==> config.mk <==
export PLATFORM = sky130hd
export DESIGN_NAME = fp_mantissa_align_normalize_unit
export DESIGN_NICKNAME = d
export VERILOG_FILES = /design/src/design/fpman_pkg.sv /design/src/design/fp_mantissa_align_normalize_unit.sv /design/src/design/fpman_fine_shift.sv
export VERILOG_INCLUDE_DIRS = /design/src /design/src/design
export SDC_FILE = /design/constraint.sdc
export NUM_CORES = 2
export LEC_CHECK = 0
export BUFFER_PORTS_ARGS = -buffer_cell sky130_fd_sc_hd__buf_2
export CORE_MARGIN = 3
export CORE_UTILIZATION = 39
export DETAILED_ROUTE_END_ITERATION = 10
export PLACE_DENSITY = 0.63
export SETUP_SLACK_MARGIN = 0.02
export SKIP_CTS_REPAIR_TIMING = 1
export SYNTH_ARGS = -nofsm -noshare
export SYNTH_HDL_FRONTEND = slang
export SYNTH_SLANG_ARGS = --single-unit
==> constraint.sdc <==
create_clock -name i_clk -period 7.6 [get_ports i_clk]
set_input_delay 0.76 -clock i_clk [delete_from_list [all_inputs] [get_ports i_clk]]
set_output_delay 0.76 -clock i_clk [all_outputs]
set_load 0.01 [all_outputs]
==> src/design/fp_mantissa_align_normalize_unit_assert.svh <==
`ifndef FP_MANTISSA_ALIGN_NORMALIZE_UNIT_ASSERT_SVH
`define FP_MANTISSA_ALIGN_NORMALIZE_UNIT_ASSERT_SVH

// same-cycle implication, checked out of reset
`define FPMAN_CHECK(label, ante, cons, msg) \
    label: assert property (@(posedge i_clk) disable iff (!i_rst_n) \
        (ante) |-> (cons)) else $error(msg);

// next-cycle implication, checked out of reset
`define FPMAN_CHECK_NEXT(label, ante, cons, msg) \
    label: assert property (@(posedge i_clk) disable iff (!i_rst_n) \
        (ante) |=> (cons)) else $error(msg);

`endif

==> src/design/fpman_pkg.sv <==
package fpman_pkg;

    localparam int WORD_W    = 32;
    localparam int MANT_W    = 4 * WORD_W;
    localparam int IDX_W     = $clog2(WORD_W);
    localparam int MANT_BITS = 115;
    localparam int LEAD_BIT  = 18;
    localparam int EXP_BITS  = 16;
    localparam int EXP_IO_W  = 16;
    localparam int EXP_EFF   = (EXP_BITS < EXP_IO_W) ? EXP_BITS : EXP_IO_W;
    // room for the word moves and the fine adjust before saturation
    localparam int EXP_W     = EXP_IO_W + 2;

    localparam logic signed [EXP_W-1:0] EXP_MAX = EXP_W'((1 << (EXP_EFF - 1)) - 1);
    localparam logic signed [EXP_W-1:0] EXP_MIN = -EXP_W'(1 << (EXP_EFF - 1));

    localparam logic CMD_SHIFT = 1'b0;
    localparam logic CMD_NORM  = 1'b1;

    typedef struct packed {
        logic             right;
        logic [IDX_W-1:0] amt;
    } t_fine_ctl;

endpackage

==> src/design/fp_mantissa_align_normalize_unit.sv <==
// throughput: one item per cycle while the output is not held; when it is held, a
// stage holds only if it and every stage after it are valid, so bubbles are filled
// stage 1 moves whole words, stage 2 finds the leading one and the partial sticky,
// stage 3 does the sub-word shift and exponent saturation
// reset (synchronous, active low) clears the three stage valid bits; data is not reset
module fp_mantissa_align_normalize_unit (
    input  logic                               i_clk,
    input  logic                               i_rst_n,
    input  logic                               i_valid,
    output logic                               o_stall,
    input  logic                               i_cmd,
    input  logic [fpman_pkg::WORD_W-1:0]       i_mant_word0,
    input  logic [fpman_pkg::WORD_W-1:0]       i_mant_word1,
    input  logic [fpman_pkg::WORD_W-1:0]       i_mant_word2,
    input  logic [fpman_pkg::WORD_W-1:0]       i_mant_word3,
    input  logic signed [fpman_pkg::EXP_IO_W-1:0] i_exponent_in,
    input  logic                               i_sticky_in,
    input  logic [7:0]                         i_shift_amount,
    output logic                               o_valid,
    input  logic                               i_stall,
    output logic [fpman_pkg::WORD_W-1:0]       o_mant_out0,
    output logic [fpman_pkg::WORD_W-1:0]       o_mant_out1,
    output logic [fpman_pkg::WORD_W-1:0]       o_mant_out2,
    output logic [fpman_pkg::WORD_W-1:0]       o_mant_out3,
    output logic signed [fpman_pkg::EXP_IO_W-1:0] o_exponent_out,
    output logic                               o_sticky_out,
    output logic                               o_is_zero
);
    import fpman_pkg::*;

    `include "fp_mantissa_align_normalize_unit_assert.svh"

    typedef struct packed {
        logic              cmd;
        logic [MANT_W-1:0] mant;
        logic [EXP_W-1:0]  exp;
        logic              sticky;
        logic [IDX_W-1:0]  part;
        logic              zero;
    } t_s1;

    typedef struct packed {
        logic              cmd;
        logic [MANT_W-1:0] mant;
        logic [EXP_W-1:0]  exp;
        logic              sticky;
        logic              zero;
        t_fine_ctl         ctl;
    } t_s2;

    typedef struct packed {
        logic                cmd;
        logic [MANT_W-1:0]   mant;
        logic [EXP_IO_W-1:0] exp;
        logic                sticky;
        logic                zero;
    } t_s3;

    function automatic logic [IDX_W-1:0] lead_pos(input logic [WORD_W-1:0] v);
        logic [IDX_W-1:0] p;
        p = '0;
        for (int i = 1; i < WORD_W; i++) begin
            if (v[i]) begin
                p = IDX_W'(i);
            end
        end
        return p;
    endfunction

    logic r_v1, r_v2, r_v3;
    t_s1  r_s1, n_s1;
    t_s2  r_s2, n_s2;
    t_s3  r_s3, n_s3;

    logic rdy1, rdy2, rdy3;

    logic [MANT_W-1:0] w_in;
    logic [IDX_W-1:0]  msb;
    logic              lost_part;
    logic [MANT_W-1:0] fine_mant;
    logic signed [EXP_W-1:0] exp2;

    assign rdy3    = !r_v3 || !i_stall;
    assign rdy2    = !r_v2 || rdy3;
    assign rdy1    = !r_v1 || rdy2;
    assign o_stall = !rdy1;

    // stage 1: whole-word moves
    always_comb begin
        w_in        = {i_mant_word0, i_mant_word1, i_mant_word2, i_mant_word3};
        n_s1.cmd    = i_cmd;
        n_s1.mant   = w_in;
        n_s1.exp    = EXP_W'(i_exponent_in);
        n_s1.sticky = i_sticky_in;
        n_s1.part   = '0;
        n_s1.zero   = 1'b0;
        if (i_cmd == CMD_SHIFT) begin
            if ({1'b0, i_shift_amount} >= 9'(MANT_BITS)) begin
                n_s1.mant   = '0;
                n_s1.sticky = 1'b1;
            end else begin
                n_s1.part = i_shift_amount[IDX_W-1:0];
                case (i_shift_amount[6:5])
                    2'd1: begin
                        n_s1.mant   = w_in >> WORD_W;
                        n_s1.sticky = i_sticky_in | (|w_in[WORD_W-1:0]);
                    end
                    2'd2: begin
                        n_s1.mant   = w_in >> (2 * WORD_W);
                        n_s1.sticky = i_sticky_in | (|w_in[2*WORD_W-1:0]);
                    end
                    2'd3: begin
                        n_s1.mant   = w_in >> (3 * WORD_W);
                        n_s1.sticky = i_sticky_in | (|w_in[3*WORD_W-1:0]);
                    end
                    default: begin
                        n_s1.mant = w_in;
                    end
                endcase
            end
        end else begin
            if (w_in[4*WORD_W-1:3*WORD_W] != '0) begin
                n_s1.mant = w_in;
            end else if (w_in[3*WORD_W-1:2*WORD_W] != '0) begin
                n_s1.mant = w_in << WORD_W;
                n_s1.exp  = EXP_W'(i_exponent_in) - EXP_W'(WORD_W);
            end else if (w_in[2*WORD_W-1:WORD_W] != '0) begin
                n_s1.mant = w_in << (2 * WORD_W);
                n_s1.exp  = EXP_W'(i_exponent_in) - EXP_W'(2 * WORD_W);
            end else if (w_in[WORD_W-1:0] != '0) begin
                n_s1.mant = w_in << (3 * WORD_W);
                n_s1.exp  = EXP_W'(i_exponent_in) - EXP_W'(3 * WORD_W);
            end else begin
                n_s1.zero = 1'b1;
            end
        end
    end

    // stage 2: leading one of the top word, sticky of the partial shift
    always_comb begin
        msb         = lead_pos(r_s1.mant[MANT_W-1:MANT_W-WORD_W]);
        lost_part   = |(r_s1.mant[WORD_W-1:0] << ((IDX_W+1)'(WORD_W) - {1'b0, r_s1.part}));
        n_s2.cmd    = r_s1.cmd;
        n_s2.mant   = r_s1.mant;
        n_s2.exp    = r_s1.exp;
        n_s2.sticky = r_s1.sticky;
        n_s2.zero   = r_s1.zero;
        n_s2.ctl    = '{right: 1'b1, amt: '0};
        if (r_s1.cmd == CMD_SHIFT) begin
            n_s2.sticky  = r_s1.sticky | lost_part;
            n_s2.ctl.amt = r_s1.part;
        end else if (!r_s1.zero) begin
            n_s2.exp = r_s1.exp + EXP_W'(msb) - EXP_W'(LEAD_BIT);
            if (msb > IDX_W'(LEAD_BIT)) begin
                // supernormal: the low word does not feed the result or sticky
                n_s2.mant[WORD_W-1:0] = '0;
                n_s2.ctl.amt          = msb - IDX_W'(LEAD_BIT);
            end else begin
                n_s2.ctl.right = 1'b0;
                n_s2.ctl.amt   = IDX_W'(LEAD_BIT) - msb;
            end
        end
    end

    // stage 3: fine shift and exponent saturation
    fpman_fine_shift u_fine_shift (
        .i_mant (r_s2.mant),
        .i_ctl  (r_s2.ctl),
        .o_mant (fine_mant)
    );

    always_comb begin
        exp2        = $signed(r_s2.exp);
        n_s3.cmd    = r_s2.cmd;
        n_s3.mant   = fine_mant;
        n_s3.sticky = r_s2.sticky;
        n_s3.zero   = r_s2.zero;
        if (exp2 > EXP_MAX) begin
            n_s3.exp = EXP_MAX[EXP_IO_W-1:0];
        end else if (exp2 < EXP_MIN) begin
            n_s3.exp = EXP_MIN[EXP_IO_W-1:0];
        end else begin
            n_s3.exp = r_s2.exp[EXP_IO_W-1:0];
        end
    end

    always_ff @(posedge i_clk) begin
        if (!i_rst_n) begin
            r_v1 <= 1'b0;
            r_v2 <= 1'b0;
            r_v3 <= 1'b0;
        end else begin
            if (rdy1) begin
                r_v1 <= i_valid;
            end
            if (rdy2) begin
                r_v2 <= r_v1;
            end
            if (rdy3) begin
                r_v3 <= r_v2;
            end
        end
    end

    always_ff @(posedge i_clk) begin
        if (rdy1) begin
            r_s1 <= n_s1;
        end
        if (rdy2) begin
            r_s2 <= n_s2;
        end
        if (rdy3) begin
            r_s3 <= n_s3;
        end
    end

    assign o_valid        = r_v3;
    assign o_mant_out0    = r_s3.mant[4*WORD_W-1:3*WORD_W];
    assign o_mant_out1    = r_s3.mant[3*WORD_W-1:2*WORD_W];
    assign o_mant_out2    = r_s3.mant[2*WORD_W-1:WORD_W];
    assign o_mant_out3    = r_s3.mant[WORD_W-1:0];
    assign o_exponent_out = $signed(r_s3.exp);
    assign o_sticky_out   = r_s3.sticky;
    assign o_is_zero      = r_s3.zero;

    `FPMAN_CHECK(a_norm_lead, o_valid && r_s3.cmd == CMD_NORM && !r_s3.zero, o_mant_out0[LEAD_BIT] && (o_mant_out0 >> (LEAD_BIT + 1)) == '0, "normalized result lacks leading one at lead bit")
    `FPMAN_CHECK(a_shift_no_zero, o_valid && r_s3.cmd == CMD_SHIFT, !o_is_zero, "shift result flagged as zero")
    `FPMAN_CHECK(a_stall_full, o_stall, r_v1 && r_v2 && r_v3, "input stalled with a free stage")
    `FPMAN_CHECK_NEXT(a_drain, o_valid && !i_stall && !r_v2, !o_valid, "output valid without an item behind it")

endmodule

==> src/design/fpman_fine_shift.sv <==
module fpman_fine_shift (
    input  logic [fpman_pkg::MANT_W-1:0] i_mant,
    input  fpman_pkg::t_fine_ctl         i_ctl,
    output logic [fpman_pkg::MANT_W-1:0] o_mant
);
    import fpman_pkg::*;

    // sub-word barrel shift in either direction, zero fill
    always_comb begin
        if (i_ctl.right) begin
            o_mant = i_mant >> i_ctl.amt;
        end else begin
            o_mant = i_mant << i_ctl.amt;
        end
    end

endmodule
# Yosys cells after proc, flatten, opt, wreduce, memory -nomap -nowiden
# Index checks and enable logic that the tools add are counted.
# W data, S select, Z words.
[totals]
reg_bits = 457
latchBits = 0
mem_bits_rw = 0
romBits = 0
inputBits = 158
wordCells = 117
n_memories = 0
[op_classes]
n_addsub = 8
n_mul = 0
n_div = 0
order_cmp = 4
eq_ne = 3
shift = 3
n_mux = 55
bitwise = 6
reduce_logical = 19
[ops]
columns = ["op", "n"]
rows = [
  ["$mux W128", 4],
  ["$mux W146", 3],
  ["$pmux W128 S3", 1],
  ["$mux W5", 34],
  ["$reduce_bool A32 Y1", 4],
  ["$shl A128 B5 Y128", 1],
  ["$shr A128 B5 Y128", 1],
  ["$mux W50", 2],
  ["$reduce_or A96 Y1", 1],
  ["$reduce_or A32 Y1", 2],
  ["$reduce_or A64 Y1", 1],
  ["$mux W18", 2],
  ["$sub A16 B8 Y17 const B", 2],
  ["$mux W32", 1],
  ["$shl A32 B6 Y32", 1],
  ["$add A18 B5 Y18", 1],
  ["$gt A18 B16 Y1 const B", 1],
  ["$lt A18 B16 Y1 const B", 1],
  ["$sub A18 B5 Y18 const B", 1],
  ["$sub A16 B7 Y17 const B", 1],
  ["$mux W16", 1],
  ["$ge A8 B7 Y1 const B", 1],
  ["$mux W6", 1],
  ["$sub A6 B5 Y6 const A", 1],
  ["other kinds (13)", 29],
]

# Longest topological paths before layout
[depth]
depth_word = 35
mapped_depth = 18
mapped_depth_nobuf = 18

# Cells and area by module
# A second synthesis with hierarchy kept.
[unflattened]
hier_cells = 3589
hier_area_um2 = 38094.0
[by_module_without_submodules]
columns = ["mod", "n_inst", "cells_each", "area_each_um2", "seq_area_each_um2"]
rows = [
  ["fp_mantissa_align_normalize_unit", 1, 1697, 20872.5, 13663.1],
  ["fpman_fine_shift", 1, 1892, 17221.5, 0.0],
]

# Worst setup path before layout
# Ideal clock, no wire load.
[synth_path]
path_type = "input to output"
startpoint = "in i_stall"
endpoint = "out o_stall"
arrival_time_ps = 4666
required_time_ps = 6840
slack_ps = 2174
cell_stages = 3
path_cell_list = "and3_1 -> nand2_1 -> inv_1"
[synth_via]
elab_chain_len = 5
[synth_rtl]
columns = ["element", "line", "text"]
rows = [
  ["from (decl)", "fp_mantissa_align_normalize_unit.sv:20", "input logic i_stall,"],
  ["$logic_not A1 Y1", "fp_mantissa_align_normalize_unit.sv:83", "assign rdy3 = !r_v3 || !i_stall;"],
  ["$logic_or A1 B1 Y1", "fp_mantissa_align_normalize_unit.sv:83", ""],
  ["$logic_or A1 B1 Y1", "fp_mantissa_align_normalize_unit.sv:84", "assign rdy2 = !r_v2 || rdy3;"],
  ["$logic_or A1 B1 Y1", "fp_mantissa_align_normalize_unit.sv:85", "assign rdy1 = !r_v1 || rdy2;"],
  ["$logic_not A1 Y1", "fp_mantissa_align_normalize_unit.sv:86", "assign o_stall = !rdy1;"],
  ["to (decl)", "fp_mantissa_align_normalize_unit.sv:10", "output logic o_stall,"],
]
# Every way passes these cells.

==> run summary <==
Outcome: finished with violations
Failing checks: DRC
Area of the multi-input gates: 20,240 um2
DR vias: 31,220
VDD IR max: 0.1749 mV
Largest net degree at the start of global routing: 198
Top post-synthesis cells by count: 627 x nor2_1, 453 x edfxtp_1, 387 x nand2_1
Final hold slack: 0.2896 ns
# DRC: 8
Max Fclk: 214.0 MHz
Layout area overhead: 10.83%
Root Buffer: clkbuf_16
Gr usage total: 27.44%
# fillers: 8,495
Worst-Margin Slew: 1.270 ns
Fin. max-slew vios: 0
Initial core utilization: 39.72%
First-pass DRT Iterations: 11
Dominant cells by area after synthesis: edfxtp_1 38%, mux4_2 17%, nor2_1 6.6%, mux2i_1 4.7%, nand2_1 4.1%
Worst Path Max Fanout: 4
I/O pins: 306
Synth Register Bits: 456
Vias in the first global route: 28,140
Post-layout net count: 3,813
CTS Buffer Depth: 3
Core Rows: 109
Post-synthesis sequential area ratio: 38.56%
CP Data Arrival Time: 5.06 ns
Internal power: 5.779 mW
Worst R2R Start: n_s2[127]
CTS tree: done
Flop-to-flop setup slack: 2.93 ns
Clock Pin Slew Worst Setup and Hold Paths: 0.06 ns
Synth Flop Type: edfxtp_1
Die area: 94,490 um2
R2R cell count: 16
Initial antenna violation count: 6
Count leader, synth: nor2_1
Worst setup path endpoint: exp2[16]
Switching pwr: 3.260 mW
Share of cells above drive strength 1: 20.81%
Total gr overflow: 0
Worst-Skew Late Latency: 0.65 ns
Synthesized area: 35,430 um2
Drt total wl: 133.5 mm
Mapped Cells: 3,530
Post-synth EDFFs: 453
Routed vias/inst: 6.463
Post-layout instance area: 39,270 um2
Setup CP Type: flip-flop to flip-flop
Sw Share: 36.07%
Critical Path Start Type: flip-flop
Slew headroom: 13.17%
Core area: 89,190 um2
H-tree Lvls: 2
Sink Count: 456
Final HPWL DP: 100.6 mm
Combinational share of power: 34.4%
1st-iter DRT viols: 5,241
Dpl cells: 4,737
# setup viols final: 0
Routability congestion estimate: 0.9855
Setup Skew: 0.06292 ns
Period minus WS final: 4.673 ns
Reg-to-Reg End: exp2[16]
Synth top area share: 38.40%
Sequential Area: 13,660 um2
IO Port Bufs: 305
Sequential power share: 38.6%
Req. time, crit path: 7.98 ns
Yosys warns: 0
Unrepaired setup endpoints after global routing: no
Cell accounting for the most synthesized area: edfxtp_1
Hold crit path type: input pin to flip-flop
Post-synthesis async set-or-reset flop share: 0%
Final worst path period share: 61.49%
Final hold violations: 0
Leakage: 15.61 nW
First-pass GRT wire length: 194.3 mm
Max-Cap Viols: 0
Syn Nets: 3,721
Power density over the cells: 230.2 nW/um2
Final cell count without fillers: 4,830
Setup_tns: 0 ns
Die height: 307.4 um
Worst setup startpoint: n_s2[127]
Inserted Clock Buffers: 48
Crit. End Element: flip-flop
Post-DP Area: 37,600 um2
Mean Syn Cell Area: 10.04 um2
Library cells used by synthesis: 84
Routed len/inst: 27.63 um
Die width: 307.4 um
Clock Power Share: 27.0%
Routed Antenna Nets: 0
Hold path depth: 1
-- through the flow --
stage / util, % / power [mW] / setup slack (ns)
global placement: 42.15 / 6.552 / 2.997
CTS: 44.02 / 9.020 / 2.973
global route: 44.02 / 9.438 / 2.513
detailed placement: 42.15 / 6.565 / 2.993
floorplan: - / 5.391 / 2.174
finish: 44.03 / 9.038 / 2.927
-- power by group through the flow --
stage | clock (mW) | sequential [mW] | combinational [mW]
4_1_cts | 2.50 | 3.48 | 3.04
2_1_floorplan | 0 | 3.48 | 1.91
3_3_place_gp | 0 | 3.52 | 3.03
3_5_place_dp | 0 | 3.53 | 3.03
5_1_grt | 2.60 | 3.51 | 3.32
6_report | 2.44 | 3.49 | 3.11
-- cells by family (layout without fill, tap and decap cells) --
group | after synthesis | in the layout | synth area share (%)
AO/OA/AOI/OAI | 756 | 756 | 15.12
XOR/XNOR | 25 | 25 | 0.6180
adder cells (fa/ha/maj) | 33 | 33 | 1.187
buffers and inverters | 391 | 523 | 4.542
flip-flops | 456 | 456 | 38.56
multiplexers | 456 | 456 | 22.30
other | 0 | 3 | 0
AND/OR/NAND/NOR | 1413 | 1413 | 17.67
-- cell usage in the layout, fill, tap and decap left out, types with 38 or more instances in the layout --
| master | Yosys | final |
|---|---|---|
| nor2_1 | 627 | 623 |
| edfxtp_1 | 453 | 453 |
| nand2_1 | 387 | 385 |
| buf_2 | 42 | 304 |
| mux4_2 | 264 | 264 |
| mux2i_1 | 166 | 166 |
| a21oi_1 | 158 | 158 |
| o21ai_0 | 122 | 122 |
| inv_1 | 85 | 81 |
| nand3_1 | 78 | 78 |
| nor2b_1 | 74 | 73 |
| nor3_1 | 74 | 73 |
| a222oi_1 | 63 | 63 |
| clkbuf_16 | 0 | 48 |
| o31ai_1 | 43 | 43 |
| a21o_1 | 40 | 40 |
| buf_4 | 17 | 39 |
| a211o_1 | 38 | 38 |
-- registers in the layout, indices dropped and copies added (netlist names), 16 cells and up --
signal and cells:
r_s2 134, n_s2 98, o_mant_out2 32, o_mant_out3 32, o_mant_out0 32, r_s1 55
exp2 18, o_mant_out1 32, o_exponent_out 16
-- metal layers --
layer,GRT usage [%],vias to the layer above,share of wire [%],wire length (um)
li1,-,13670,-,-
met1,40.77,15070,42,55710
met2,38.38,2236,41,55030
met3,6.870,243,13,16790
met4,10.44,6,4.4,5888
met5,0,-,0.028,38
-- worst min path at each step --
| stage | from | slack [ns] | to |
|---|---|---|---|
| 2_1_floorplan | n_s3[0] | 0.40 | o_is_zero |
| 3_3_place_gp | n_s2[96] | 0.40 | r_s2[96] |
| 3_5_place_dp | n_s2[98] | 0.41 | r_s2[98] |
| 4_1_cts | i_exponent_in[1] | 0.25 | r_s1[8] |
| 5_1_grt | i_exponent_in[1] | 0.27 | r_s1[8] |
| 6_report | i_exponent_in[1] | 0.29 | r_s1[8] |
-- layout make-up --
cell class	count	area share [%]
multi-input combinational	2683	51.54
sequential	456	34.79
timing repair buffer	347	4.824
tap	1165	3.712
clock buffer	55	3.177
clock inverter	35	1.058
inverter	86	0.8731
antenna	3	0.01912
-- worst max-delay path: stages (launching register included) --
cell	delay, ns
edfxtp_1	0.43
o31ai_1	0.28
a211oi_1	0.12
o311ai_0	0.40
a31oi_1	0.23
o21ai_0	0.43
inv_1	0.17
ha_1	0.31
inv_1	0.04
ha_1	0.22
a211o_1	0.32
a2111oi_0	0.54
o21ai_0	0.25
nand2_1	0.16
o21ai_0	0.18
o21ai_0	0.22
o211ai_1	0.11
Power figures use the tool's default switching activity.
